--- src/hw/rtl/normalized_pair_projection_core_assert.svh ---
// Assertion macros for the normalised pair projection core.
`ifndef NORMALIZED_PAIR_PROJECTION_CORE_ASSERT_SVH
`define NORMALIZED_PAIR_PROJECTION_CORE_ASSERT_SVH
// Implication checked on every rising clock edge outside reset.
`define NPP_ASSERT_IMP(label, clk, rst_n, ante, cons) \
    label: assert property (@(posedge clk) disable iff (!rst_n) (ante) |-> (cons)) \
        else $error("assertion failed");
// Next-cycle implication.
`define NPP_ASSERT_NXT(label, clk, rst_n, ante, cons) \
    label: assert property (@(posedge clk) disable iff (!rst_n) (ante) |=> (cons)) \
        else $error("assertion failed");
`endif

--- src/hw/rtl/npp_pkg.sv ---
// Package with shared types and constants of the normalised pair projection core.
`default_nettype none
package npp_pkg;
    localparam int unsigned MaxPairsDefault = 64;
    localparam int unsigned DataW = 32;
    localparam int unsigned AccW  = 64;

    typedef struct packed {
        logic clear;     // clear accumulators
        logic acc;       // accumulate input word
        logic start;     // load root/divide operands
        logic sqrt_step; // one root iteration
        logic div_step;  // one divide iteration
        logic finish;    // form result
    } t_npp_cmd;

    typedef struct packed {
        logic zero;      // square sum is zero
    } t_npp_sts;

    typedef struct packed {
        logic signed [DataW-1:0] chi2_up;
        logic signed [DataW-1:0] chi2_down;
        logic signed [DataW-1:0] pdf_up;
        logic signed [DataW-1:0] pdf_down;
        logic                    last_pair;
    } t_npp_in;

    typedef struct packed {
        logic signed [DataW-1:0] sensitivity;
        logic                    zero_norm;
        logic                    saturated;
    } t_npp_out;
endpackage
`default_nettype wire

--- src/hw/rtl/npp_ctrl.sv ---
// Controller: sequences accumulation, root, divide and output of one word.
`default_nettype none
module npp_ctrl
    import npp_pkg::*;
#(
    parameter int unsigned MAX_PAIRS = MaxPairsDefault
) (
    input  wire logic     i_clk,
    input  wire logic     i_rst_n,
    input  wire logic     i_in_fire,
    input  wire logic     i_last,
    input  wire logic     i_out_ready,
    input  wire t_npp_sts i_sts,
    output logic          o_in_ready,
    output logic          o_out_valid,
    output t_npp_cmd      o_cmd
);
    localparam int unsigned CntW = $clog2(MAX_PAIRS + 1);
    typedef enum logic [2:0] {
        S_IDLE, S_MUL, S_ACC, S_SQRT, S_DIV, S_DONE
    } t_state;

    t_state r_state, n_state;
    logic [CntW-1:0] r_cnt, n_cnt;
    logic [5:0]      r_step, n_step;
    logic            r_fin, n_fin;

    always_comb begin
        n_state = r_state; n_cnt = r_cnt; n_step = r_step; n_fin = r_fin;
        o_cmd = '0;
        o_in_ready = 1'b0;
        o_out_valid = 1'b0;
        case (r_state)
            S_IDLE: begin
                o_in_ready = 1'b1;
                if (i_in_fire) begin
                    n_state = S_MUL;
                    n_cnt = r_cnt + 1'b1;
                    n_fin = i_last || (r_cnt + 1'b1 >= CntW'(MAX_PAIRS));
                end
            end
            S_MUL: n_state = S_ACC;
            S_ACC: begin
                o_cmd.acc = 1'b1;
                n_state = r_fin ? S_SQRT : S_IDLE;
                n_step = '0;
            end
            S_SQRT: begin
                if (r_step == 6'd0) o_cmd.start = 1'b1;
                else o_cmd.sqrt_step = 1'b1;
                n_step = r_step + 1'b1;
                if (r_step == 6'd32) begin n_step = '0; n_state = S_DIV; end
            end
            S_DIV: begin
                o_cmd.div_step = 1'b1;
                n_step = r_step + 1'b1;
                if (r_step == 6'd63) n_state = S_DONE;
            end
            S_DONE: begin
                o_out_valid = 1'b1;
                if (i_out_ready) begin
                    o_cmd.clear = 1'b1;
                    n_cnt = '0;
                    n_state = S_IDLE;
                end
            end
            default: n_state = S_IDLE;
        endcase
    end

    always_ff @(posedge i_clk) begin
        if (!i_rst_n) begin
            r_state <= S_IDLE; r_cnt <= '0; r_step <= '0; r_fin <= 1'b0;
        end else begin
            r_state <= n_state; r_cnt <= n_cnt; r_step <= n_step; r_fin <= n_fin;
        end
    end
    logic unused;
    assign unused = i_sts.zero;
endmodule
`default_nettype wire

--- config.mk ---
export PLATFORM = sky130hd
export DESIGN_NAME = npp_ctrl
export DESIGN_NICKNAME = d
export VERILOG_FILES = /design/src/hw/rtl/normalized_pair_projection_core_assert.svh /design/src/hw/rtl/npp_pkg.sv /design/src/hw/rtl/npp_ctrl.sv
export SDC_FILE = /design/constraint.sdc
export NUM_CORES = 1
export LEC_CHECK = 0
export ABC_AREA = 1
export BUFFER_PORTS_ARGS = -buffer_cell sky130_fd_sc_hd__buf_2
export CAP_MARGIN = 5
export CORE_MARGIN = 2
export CORE_UTILIZATION = 40
export DETAILED_ROUTE_END_ITERATION = 12
export PLACE_DENSITY = 0.7
export SLEW_MARGIN = 20
export SYNTH_ARGS = -nofsm -noshare
export SYNTH_HDL_FRONTEND = slang
export SYNTH_SLANG_ARGS = --single-unit
--- constraint.sdc ---
create_clock -name i_clk -period 1.4 [get_ports i_clk]
set_input_delay 0.07 -clock i_clk [delete_from_list [all_inputs] [get_ports i_clk]]
set_output_delay 0.07 -clock i_clk [all_outputs]
set_load 0.02 [all_outputs]
=== Word level (Yosys, flattened, before mapping) ===
Cells that the tools add are included.
Widths: inputs -> output; s select.

* Bits in registers: 17
* Input port bits: 6
* Output and inout bits: 8
* Logic and storage cells: 46

* $add $sub $neg: 2
* Order comparisons: 1
* Equality and inequality tests: 11
* Muxes and demuxes: 20
* Reduce and logical (&&, ||, !) cells: 8

{| class="wikitable"
|+ Operators by type and width
! operator !! number
|-
| $pmux 3 s6 || 1
|-
| $pmux 6 s3 || 1
|-
| $mux 7 || 2
|-
| $pmux 7 s2 || 1
|-
| $eq 6x6->1 const B || 2
|-
| $mux 3 || 4
|-
| $mux 1 || 8
|-
| $ne 2x2->1 const B || 4
|-
| $add 7x1->7 const B || 1
|-
| $ge 7x7->1 const B || 1
|-
| $add 6x1->6 const B || 1
|-
| $eq 3x2->1 const B || 2
|-
| $eq 3x3->1 const B || 2
|-
| $logic_not 6->1 || 1
|-
| $mux 6 || 1
|-
| $mux 2 || 2
|-
| $reduce_and 4->1 || 1
|-
| $eq 3x1->1 const B || 1
|-
| $logic_not 3->1 || 1
|-
| $reduce_and 3->1 || 1
|-
| $reduce_bool 3->1 || 1
|-
| $reduce_and 2->1 || 1
|-
| $reduce_bool 2->1 || 1
|-
| $logic_or 1x1->1 || 1
|}

=== Depth between registers and ports, before layout ===
Gate-level depths: netlist (run 1).

* Word-level depth: 3
* Gate-level depth with buffers: 10

=== Worst setup path after synthesis (run 1) ===
OpenSTA, ideal clock, no wires.

* Path kind: flip-flop to flip-flop
* Start point: register r_state[2]
* End point: register r_state[0]
* Library setup time: 0.064 ns
* Data arrival time: 1.184 ns
* Data required time: 1.336 ns
* Setup slack: 0.153 ns
* Stages on the path, launching flop included: 8
* Clock period less this slack: 1.247 ns
* Cells stage by stage: dfxtp_1 -> inv_1 -> nand2_1 -> nor2_1 -> nand2_1 -> o21ai_0 -> nor2_1 -> nor2_1

* Cells in the longest elaborated chain, start to end: 3
* Elaborated cells on any way between the ends: 12
* Classes of those cells: eq/ne: 9; mux: 1; reduce/logical: 2

{| class="wikitable"
|+ Ends and longest elaborated chain
! what !! RTL line !! text
|-
| from (decl) || npp_ctrl.sv:23 || <nowiki>t_state r_state, n_state;</nowiki>
|-
| from (signal assigned) || npp_ctrl.sv:75 || <nowiki>r_state <= n_state; r_cnt <= n_cnt; r_step <= n_step; r_fin <= n_fin;</nowiki>
|-
| $eq 3x3->1, or another cell as far along || npp_ctrl.sv:33 || <nowiki>case (r_state)</nowiki>
|-
| $ne 2x2->1 (no line) || -- ||
|-
| $reduce_and 4->1 (no line) || -- ||
|}

Several ways; a longest one is shown, not always the timed one.
A chain may end at the register's enable or synchronous reset.

==> impl_metrics.env, run 1 <==
export IMPL_drv_cap=0
export IMPL_clock_sinks=17
export IMPL_viasPerCell=4.98
export IMPL_grt_max_degree=11
export IMPL_nNetsFinal=181
export IMPL_htree_levels=1
export IMPL_path_class="flop to output port"
export IMPL_cp_max_fo=2
export IMPL_fill_cells=246
export IMPL_synthAdderAreaFrac_pct=3.79
export IMPL_grt_pass1_vias=904
export IMPL_p_leak_nw=0.568
export IMPL_syn_nets=159
export IMPL_wl_met2_mm=1.12
export IMPL_vdd_drop_max_mv=0.862
export IMPL_worstPathArrival_ps=1290
export IMPL_yosysSeqAreaShare_pct=34.3
export IMPL_grt_ovfl_total=0
export IMPL_total_power_mw=2.12
export IMPL_mostFrequentLayoutCells="nand2_1 (34), nor2_1 (20), inv_1 (17)"
export IMPL_endpoint_kind="output port"
export IMPL_worstSetupEndpoint="o_cmd[3]"
export IMPL_grt_setup_unrepaired="yes"
export IMPL_hp_class="primary input to flop"
export IMPL_place_area_um2=1090
export IMPL_status="complete, no violations"
export IMPL_r2r_end="r_step[4]$_SDFFE_PN0P_"
export IMPL_drc_errors=0
export IMPL_reg2reg_depth=9
export IMPL_final_common_cell="nand2_1"
export IMPL_min_delay_start="i_rst_n"
export IMPL_route_detailed_wl_per_inst_um=11.0
export IMPL_yosysWarnings=0
export IMPL_drive_above_1_share_pct=31.0
export IMPL_maxUsedRoutingLayer="met4"
export IMPL_fmax_mhz=733
export IMPL_cp_required_ps=1330
export IMPL_r2r_slack_ps=120
export IMPL_die_x_um=53.8
export IMPL_synth_area_um2=991
export IMPL_synth_simple_area_share_pct=39.8
export IMPL_skew_ps=9.61
export IMPL_ctsRootBufferMaster="clkbuf_4"
export IMPL_cts_buffers=3
export IMPL_grt_pass1_wl_mm=3.78
export IMPL_tritoncts="done"
export IMPL_fp_row_count=18
export IMPL_synth_compound_area_share_pct=9.60
export IMPL_globalRouteTotalUtil_pct=18.3
export IMPL_synthCells=150
export IMPL_synthMuxAreaShare_pct=0
export IMPL_start_kind="flop"
export IMPL_port_buffers=11
export IMPL_ant_nets=0
export IMPL_totalWireLength_mm=2.21
export IMPL_drtIter0Drc=16
export IMPL_met1_length_um=949
export IMPL_fin_crit_ps=1360
export IMPL_finalHoldViolations=0
export IMPL_die_h_um=53.8
export IMPL_final_area_um2=1210
export IMPL_hpwl_mm=1.63
export IMPL_ys_ff_latch=17
export IMPL_core_um2=2410
export IMPL_fp_dieArea_um2=2890
export IMPL_synth_top_family_by_area="simple AND/OR/NAND/NOR gates"
export IMPL_place_gp_congestion=0.744
export IMPL_antennaDiodeCount=0
export IMPL_fin_util_pct=50.1
export IMPL_period_share_pct=97.4
export IMPL_ys_types=22
export IMPL_setup_viol=0
export IMPL_p_per_area_nw_per_um2=1750
export IMPL_clk_pin_slew_ps=110
export IMPL_met3_length_um=97
export IMPL_layout_cells_non_filler=201
export IMPL_start_util_pct=41.1
export IMPL_cp_startpoint="r_step[0]$_SDFFE_PN0P_"
export IMPL_synth_avg_cell_area_um2=6.61
export IMPL_syn_to_final_growth_pct=21.7
export IMPL_dr_pass1_iters=4
export IMPL_slew_violations=0
export IMPL_vias=1000
export IMPL_dp_cells=192
export IMPL_r2r_start="r_step[0]$_SDFFE_PN0P_"
export IMPL_clk_latency_ps=300
export IMPL_hold_depth=3
export IMPL_cts_buffer_depth=2
export IMPL_io_pins=14
export IMPL_antenna_found_initial=0
export IMPL_yosys_area_share_xor_xnor_pct=2.65
[worst max-delay path, stage by stage (launching register included)]
cell and delay (ps):
dfxtp_2 340, inv_2 80, ha_4 130, inv_2 40
nor2_4 80, nand3_2 70, nor2_1 110, buf_4 150
[per-layer routing]
layer / vias to the layer above / GRT usage, %
li1: 511 / -
met1: 462 / 20.0
met2: 22 / 32.9
met3: 5 / 5.00
met4: 0 / 7.69
met5: - / 0
[logic make-up after synthesis]
| family | Yosys count |
|---|---|
| AO/OA/AOI/OAI | 18 |
| adder cells (fa/ha/maj) | 3 |
| other | 1 |
| buffers and inverters | 24 |
| XOR/XNOR | 3 |
| flip-flops | 17 |
| AND/OR/NAND/NOR | 84 |
[state kept, by name (all words and copies together), names as in the netlist]
signal and cells:
r_cnt 7, r_state 3, r_fin 1, r_step 6
[per-stage QoR]
step	TNS, ps	worst slack, ps	hold slack [ps]
2_1_floorplan	0	153	168
3_3_place_gp	0	73.0	377
3_5_place_dp	0	49.3	378
4_1_cts	-19.1	-19.1	45.7
5_1_grt	-51.4	-30.4	58.6
6_report	0	36.5	50.3
[cell usage after synthesis]
library cell	n	share of area, %
dfxtp_1	17	34
nor2_1	21	8.0
conb_1	1	0.38
nand3_1	12	6.1
a21oi_2	1	0.88
nor2_2	3	1.9
nor3_2	1	1.0
a31oi_1	1	0.63
nand2_4	1	1.1
nand2_1	36	14
o21ai_0	7	3.5
xnor2_1	1	0.88
nand4_1	2	1.3
inv_2	2	0.76
nor2_4	2	2.3
inv_1	21	8.0
ha_1	3	3.8
xor2_1	2	1.8
nand2_2	4	2.5
a21oi_1	9	4.5
buf_4	1	0.76
nand3_2	2	2.0
[cell type report]
type	instances	area, um^2	share of cell area, %
Clock buffer	3	22.5	1.87
Timing Repair Buffer	18	110	9.13
Sequential cell	17	347	28.7
Tap cell	30	37.5	3.11
Multi-Input combinational cell	109	596	49.4
Clock inverter	1	5.00	0.415
Inverter	23	88.8	7.37
[power breakdown]
part	switching [mW]	internal [mW]	total, mW
Combinational	0.720	0.445	1.17
Clock	0.172	0.107	0.278
Sequential	0.0876	0.584	0.672
[worst min path at each step]
stage | endpoint | slack, ps
global route | r_state[0]$_SDFFE_PN0P_ | 60
CTS | r_fin$_SDFFE_PN0P_ | 50
finish | r_fin$_SDFFE_PN0P_ | 50
floorplan | r_fin$_SDFFE_PN0P_ | 170
global placement | r_state[0]$_SDFFE_PN0P_ | 380
detailed placement | r_state[0]$_SDFFE_PN0P_ | 380
[what timing repair did]
action                     CTS  global route
pin swaps                    4             7
cloned                       0             0
gates resized for setup     12             9
setup endpoints to repair    2             9
setup buffers                4             1
hold buffers                 0             0
No activity file was read; power rests on OpenSTA's default activity.
==> run 2: changes to the inputs <==
--- a/config.mk
+++ b/config.mk
@@ -5,12 +5,13 @@
 export SDC_FILE = /design/constraint.sdc
 export NUM_CORES = 1
 export LEC_CHECK = 0
-export ABC_AREA = 1
+export ABC_CLOCK_PERIOD_IN_PS = 1400
 export BUFFER_PORTS_ARGS = -buffer_cell sky130_fd_sc_hd__buf_2
 export CAP_MARGIN = 5
 export CORE_MARGIN = 2
 export CORE_UTILIZATION = 40
 export DETAILED_ROUTE_END_ITERATION = 12
+export GPL_TIMING_DRIVEN = 0
 export PLACE_DENSITY = 0.7
 export SLEW_MARGIN = 20
 export SYNTH_ARGS = -nofsm -noshare
==> run 2 against run 1 <==
Net effect: the flow now finishes with violations (negative setup slack); combinational power down 56%; sequential power shrank 17%; core utilization rose by 8.9 points; clock-buffer cell count grew 1; final cell count is 6.5% lower; synthesized area grew 3.7%; maximum frequency is 17% lower; critical path depth down 1; global-route usage increased by 1.8 points; largest power group is now registers; highest routed layer unchanged.
==> impl_metrics.env, run 2 <==
export IMPL_ys_ff_latch=17
export IMPL_vias=1021
export IMPL_fin_hold_ws_ps=50.7
export IMPL_reg_top3="r_cnt: 7 flops, r_step: 6 flops, r_state: 3 flops"
export IMPL_fin_crit_ps=1650
export IMPL_dp_cells=172
export IMPL_cp_max_fo=2
export IMPL_mostFrequentLayoutCells="nor2_1 (14), buf_4 (14), dfxtp_1 (12)"
export IMPL_fin_ws_ps=-249
export IMPL_synth_flop_cell="dfxtp_1"
export IMPL_drc_errors=0
export IMPL_start_kind="flop"
export IMPL_path_class="flop to output port"
export IMPL_status="complete, but fails checks"
export IMPL_skew_ps=8.15
export IMPL_io_pins=14
export IMPL_synthCells=131
export IMPL_antennaDiodeCount=0
export IMPL_drv_cap=0
export IMPL_synth_area_um2=1030
export IMPL_critPathBufInv=2
export IMPL_core_um2=2450
export IMPL_grt_setup_unrepaired="yes"
export IMPL_regMostFlops="r_cnt"
export IMPL_synth_area_leaders="dfxtp_1 (33%), xnor2_1 (7.7%), nor2_1 (5.8%)"
export IMPL_cpMostUsedCell="nor3b_4"
export IMPL_totalWireLength_mm=2.72
export IMPL_synth_avg_cell_area_um2=7.84
export IMPL_fp_dieArea_um2=2990
export IMPL_layout_cells_non_filler=188
export IMPL_grt_pass1_vias=947
export IMPL_postSynth_asyncResetShare_pct=0
export IMPL_p_per_area_nw_per_um2=939
export IMPL_die_x_um=54.7
export IMPL_finalHoldViolations=0
export IMPL_grt_ovfl_total=0
export IMPL_period_share_pct=118
export IMPL_worstPathArrival_ps=1580
export IMPL_syn_nets=140
export IMPL_nNetsFinal=168
export IMPL_endpoint_kind="output port"
export IMPL_cts_buffer_depth=2
export IMPL_dr_pass1_iters=4
export IMPL_drive_above_1_share_pct=41.1
export IMPL_syn_to_final_growth_pct=40.8
export IMPL_slew_violations=0
export IMPL_grt_pass1_wl_mm=4.30
export IMPL_multi_input_area_um2=793
export IMPL_cp_top_family="simple AND/OR/NAND/NOR gates"
export IMPL_largest_reg_flops=7
export IMPL_grt_max_degree=11
export IMPL_ys_types=33
export IMPL_crit_chain="inv_4, ha_4, nor3b_4, nor3b_4, and2_4, buf_6"
export IMPL_clk_latency_ps=300
export IMPL_failed_checks="negative setup slack"
export IMPL_fmax_mhz=606
export IMPL_ctsRootBufferMaster="clkbuf_4"
export IMPL_synth_top_cells_by_count="dfxtp_1 (17), nor2_1 (16), nand2_1 (12)"
export IMPL_fin_util_pct=58.9
export IMPL_setup_viol=14
export IMPL_hp_class="primary input to flop"
export IMPL_cp_required_ps=1330
export IMPL_fill_cells=199
export IMPL_max_stage_delay_ps=380
export IMPL_synth_top_area_share_pct=33.1
export IMPL_clk_pin_slew_ps=110
export IMPL_tns_ps=-841
export IMPL_die_h_um=54.7
export IMPL_htree_levels=1
export IMPL_clock_sinks=17
export IMPL_total_power_mw=1.36
export IMPL_fp_row_count=18
export IMPL_start_util_pct=41.8
export IMPL_port_buffers=11
export IMPL_hpwl_mm=1.69
export IMPL_vdd_drop_max_mv=0.508
export IMPL_route_detailed_wl_per_inst_um=14.5
export IMPL_p_leak_nw=0.531
export IMPL_globalRouteTotalUtil_pct=20.1
export IMPL_viasPerCell=5.43
export IMPL_drtIter0Drc=35
export IMPL_tritoncts="done"
export IMPL_ant_nets=0
export IMPL_synth_edf_count=0
export IMPL_slowest_stage="dfxtp_4"
export IMPL_regArea_um2=359
export IMPL_synth_most_common_cell="dfxtp_1"
export IMPL_antenna_found_initial=0
export IMPL_cts_buffers=3
export IMPL_yosysSeqAreaShare_pct=33.1
export IMPL_place_gp_congestion=0.804
export IMPL_yosysWarnings=0
export IMPL_yosysTopAreaCell="dfxtp_1"
run 2: final cells by class:
type / count / area share [%]
Clock buffer: 4 / 1.82
Sequential cell: 17 / 24.8
Tap cell: 30 / 2.60
Buffer: 5 / 1.82
Timing Repair Buffer: 23 / 11.9
Inverter: 7 / 2.16
Multi-Input combinational cell: 102 / 54.8
run 2: what timing repair did:
action / in CTS / in global routing
resized for setup: 35 / 23
pin swaps: 11 / 5
buffers inserted: 9 / 5
setup endpoints to repair: 21 / 20
cloned: 0 / 0
hold buffers: 0 / 0
run 2: metal layers:
metal	share of wire, %	track usage, %	wire, um	up-vias
li1	-	-	-	504
met2	48	32.7	1300	33
met5	0	0	0	-
met1	46	26.2	1240	482
met3	5.9	3.83	161	2
met4	0.84	7.08	23	0
run 2: tightest hold or removal path: stages:
cell     delay, ps
buf_2           80
nor2_1          40
a21oi_1        130
run 2: stage by stage:
stage	instance area [um^2]	setup slack, ps
floorplan	1050	-12.6
global placement	1150	-255
detailed placement	1150	-329
CTS	1330	-210
global route	1450	-334
finish	1450	-249
run 2: kinds of logic after synthesis:
group,Yosys count,synth area share [%]
other,1,0.365
DFF,17,33.1
adders and majority gates,3,3.65
buffers and inverters,12,4.75
xor gates and xnor gates,9,7.67
and+or+nand+nor,60,30.0
AOI/OAI and AO/OA,27,18.5
muxes,2,1.95
run 2: path summary, 6_finish.rpt:
check	start	to	slack [ps]	cells after the start
max reg2reg	r_state[0]$_SDFFE_PN0P_	r_cnt[5]$_SDFFE_PN0P_	-90	5
max	r_step[0]$_SDFFE_PN0P_	o_cmd[3]	-250	6
min	i_last	r_fin$_SDFFE_PN0P_	50	3
min reg2reg	r_cnt[6]$_SDFFE_PN0P_	r_cnt[6]$_SDFFE_PN0P_	510	2
run 2: where the power goes:
part           total, mW  switching (mW)  internal, mW
sequential         0.557          0.0402         0.517
combinational      0.518           0.282         0.236
clock              0.283           0.172         0.111
total               1.36           0.495         0.863
==> run 3: changes to the inputs <==
--- a/config.mk
+++ b/config.mk
@@ -13,6 +13,7 @@
 export DETAILED_ROUTE_END_ITERATION = 12
 export GPL_TIMING_DRIVEN = 0
 export PLACE_DENSITY = 0.7
+export RECOVER_POWER = 50
 export SLEW_MARGIN = 20
 export SYNTH_ARGS = -nofsm -noshare
 export SYNTH_HDL_FRONTEND = slang
==> run 3 against run 2 <==
Net effect: sequential power is essentially flat; worst setup slack unchanged; the run still ends with negative setup slack left; sequential share of layout area stayed put; wire length stayed put.
==> impl_metrics.env, run 3 (same netlist as run 2, synthesis figures left out) <==
export IMPL_failed_checks="negative setup slack"
export IMPL_regArea_um2=359
export IMPL_route_detailed_wl_per_inst_um=14.5
export IMPL_status="complete, but fails checks"
export IMPL_crit_chain="inv_4, ha_4, nor3b_4, nor3b_4, and2_4, buf_6"
export IMPL_clk_latency_ps=300
export IMPL_cpMostUsedCell="nor3b_4"
export IMPL_fin_ws_ps=-249
export IMPL_start_kind="flop"
export IMPL_largest_reg_flops=7
export IMPL_path_class="flop to output port"
export IMPL_place_gp_congestion=0.804
export IMPL_p_leak_nw=0.530
export IMPL_swShare_pct=36.4
export IMPL_worstPathArrival_ps=1580
export IMPL_critPathBufInv=2
export IMPL_nNetsFinal=168
export IMPL_fp_row_count=18
export IMPL_ctsRootBufferMaster="clkbuf_4"
export IMPL_r2r_slack_ps=-90
export IMPL_viasPerCell=5.43
export IMPL_drtIter0Drc=35
export IMPL_dp_cells=172
export IMPL_internal_power_uw=863
export IMPL_cts_buffers=3
export IMPL_clock_power_share_pct=20.9
export IMPL_grt_setup_unrepaired="yes"
export IMPL_min_delay_start="i_last"
export IMPL_drive_above_1_share_pct=41.1
export IMPL_totalWireLength_mm=2.72
export IMPL_mostFrequentLayoutCells="nor2_1 (14), buf_4 (14), dfxtp_1 (12)"
export IMPL_globalRouteTotalUtil_pct=20.1
export IMPL_total_power_mw=1.36
export IMPL_die_x_um=54.7
export IMPL_layout_cells_non_filler=188
export IMPL_syn_to_final_growth_pct=40.8
export IMPL_slew_violations=0
export IMPL_hpwl_mm=1.69
export IMPL_hp_class="primary input to flop"
export IMPL_grt_max_degree=11
export IMPL_setup_viol=14
export IMPL_p_sw_uw=495
export IMPL_multi_input_area_um2=793
export IMPL_reg_top3="r_cnt: 7 flops, r_step: 6 flops, r_state: 3 flops"
export IMPL_vdd_drop_max_mv=0.508
export IMPL_tritoncts="done"
export IMPL_clk_pin_slew_ps=110
export IMPL_cp_required_ps=1330
export IMPL_grt_pass1_wl_mm=4.30
export IMPL_dr_pass1_iters=4
export IMPL_htree_levels=1
export IMPL_port_buffers=11
export IMPL_vias=1021
export IMPL_cp_top_family="simple AND/OR/NAND/NOR gates"
export IMPL_die_h_um=54.7
export IMPL_fin_crit_ps=1650
export IMPL_place_area_um2=1150
export IMPL_antenna_found_initial=0
export IMPL_r2r_start="r_state[0]$_SDFFE_PN0P_"
export IMPL_seqPwrFrac_pct=41.0
export IMPL_max_stage_delay_ps=380
export IMPL_fmax_mhz=606
export IMPL_fin_util_pct=58.9
export IMPL_tns_ps=-840
export IMPL_core_um2=2450
export IMPL_slowest_stage="dfxtp_4"
export IMPL_grt_ovfl_total=0
export IMPL_endpoint_kind="output port"
export IMPL_ant_nets=0
export IMPL_cts_buffer_depth=2
export IMPL_period_share_pct=118
export IMPL_io_pins=14
export IMPL_final_area_um2=1450
export IMPL_antennaDiodeCount=0
export IMPL_fp_dieArea_um2=2990
export IMPL_p_per_area_nw_per_um2=939
export IMPL_finalHoldViolations=0
export IMPL_regMostFlops="r_cnt"
export IMPL_clock_sinks=17
export IMPL_drv_cap=0
export IMPL_skew_ps=8.15
export IMPL_fill_cells=199
export IMPL_cp_startpoint="r_step[0]$_SDFFE_PN0P_"
export IMPL_grt_pass1_vias=947
export IMPL_start_util_pct=41.8
export IMPL_combPwrFrac_pct=38.1
export IMPL_cp_max_fo=2
export IMPL_drc_errors=0
## run 3: cell count changes in the layout (fill, tap and decap cells not counted), sizes merged
cell / delta
clkbuf: +1
buf: -1
## run 3: routing by layer
| metal | global-route usage (%) | wire (um) | up-vias |
|---|---|---|---|
| met3 | 3.83 | 160 | 2 |
| met2 | 32.7 | 1300 | 33 |
| met1 | 26.2 | 1240 | 482 |
| li1 | - | - | 504 |
| met5 | 0 | 0 | - |
| met4 | 7.08 | 23 | 0 |
## run 3: power by group through the flow
| stage | sequential [mW] | combinational, mW | clock (mW) |
|---|---|---|---|
| floorplan | 0.555 | 0.244 | 0 |
| global placement | 0.565 | 0.310 | 0 |
| detailed placement | 0.568 | 0.315 | 0 |
| CTS | 0.551 | 0.410 | 0.279 |
| global route | 0.561 | 0.560 | 0.303 |
| finish | 0.557 | 0.518 | 0.283 |
## run 3: worst paths after layout
| path | end | depth (start not counted) |
|---|---|---|
| max | o_cmd[3] | 6 |
| min | r_fin$_SDFFE_PN0P_ | 3 |
| max reg2reg | r_cnt[5]$_SDFFE_PN0P_ | 5 |
| min reg2reg | r_cnt[6]$_SDFFE_PN0P_ | 2 |
## run 3: tightest hold or removal path: stages
cell and delay (ps):
buf_2 80, nor2_1 40, a21oi_1 130
## run 3: metrics by stage
step	hold WS, ps	setup WS (ps)
after floorplan	226	-12.6
after global placement	349	-255
after detailed placement	360	-329
after CTS	54.8	-210
after global routing	45.5	-334
final	50.7	-249
## run 3: area by class of cell
cell class,instances,share of cell area (%)
multi-input combinational,102,54.8
sequential,17,24.8
timing repair buffer,23,11.9
tap,30,2.60
inverter,7,2.16
clock buffer,4,1.82
buffer,5,1.82
## run 3: what timing repair did
item                       CTS  global route
buffers inserted             9             5
gates resized for setup     35            23
hold buffers                 0             0
pin swaps                   11             5
setup endpoints to repair   21            20
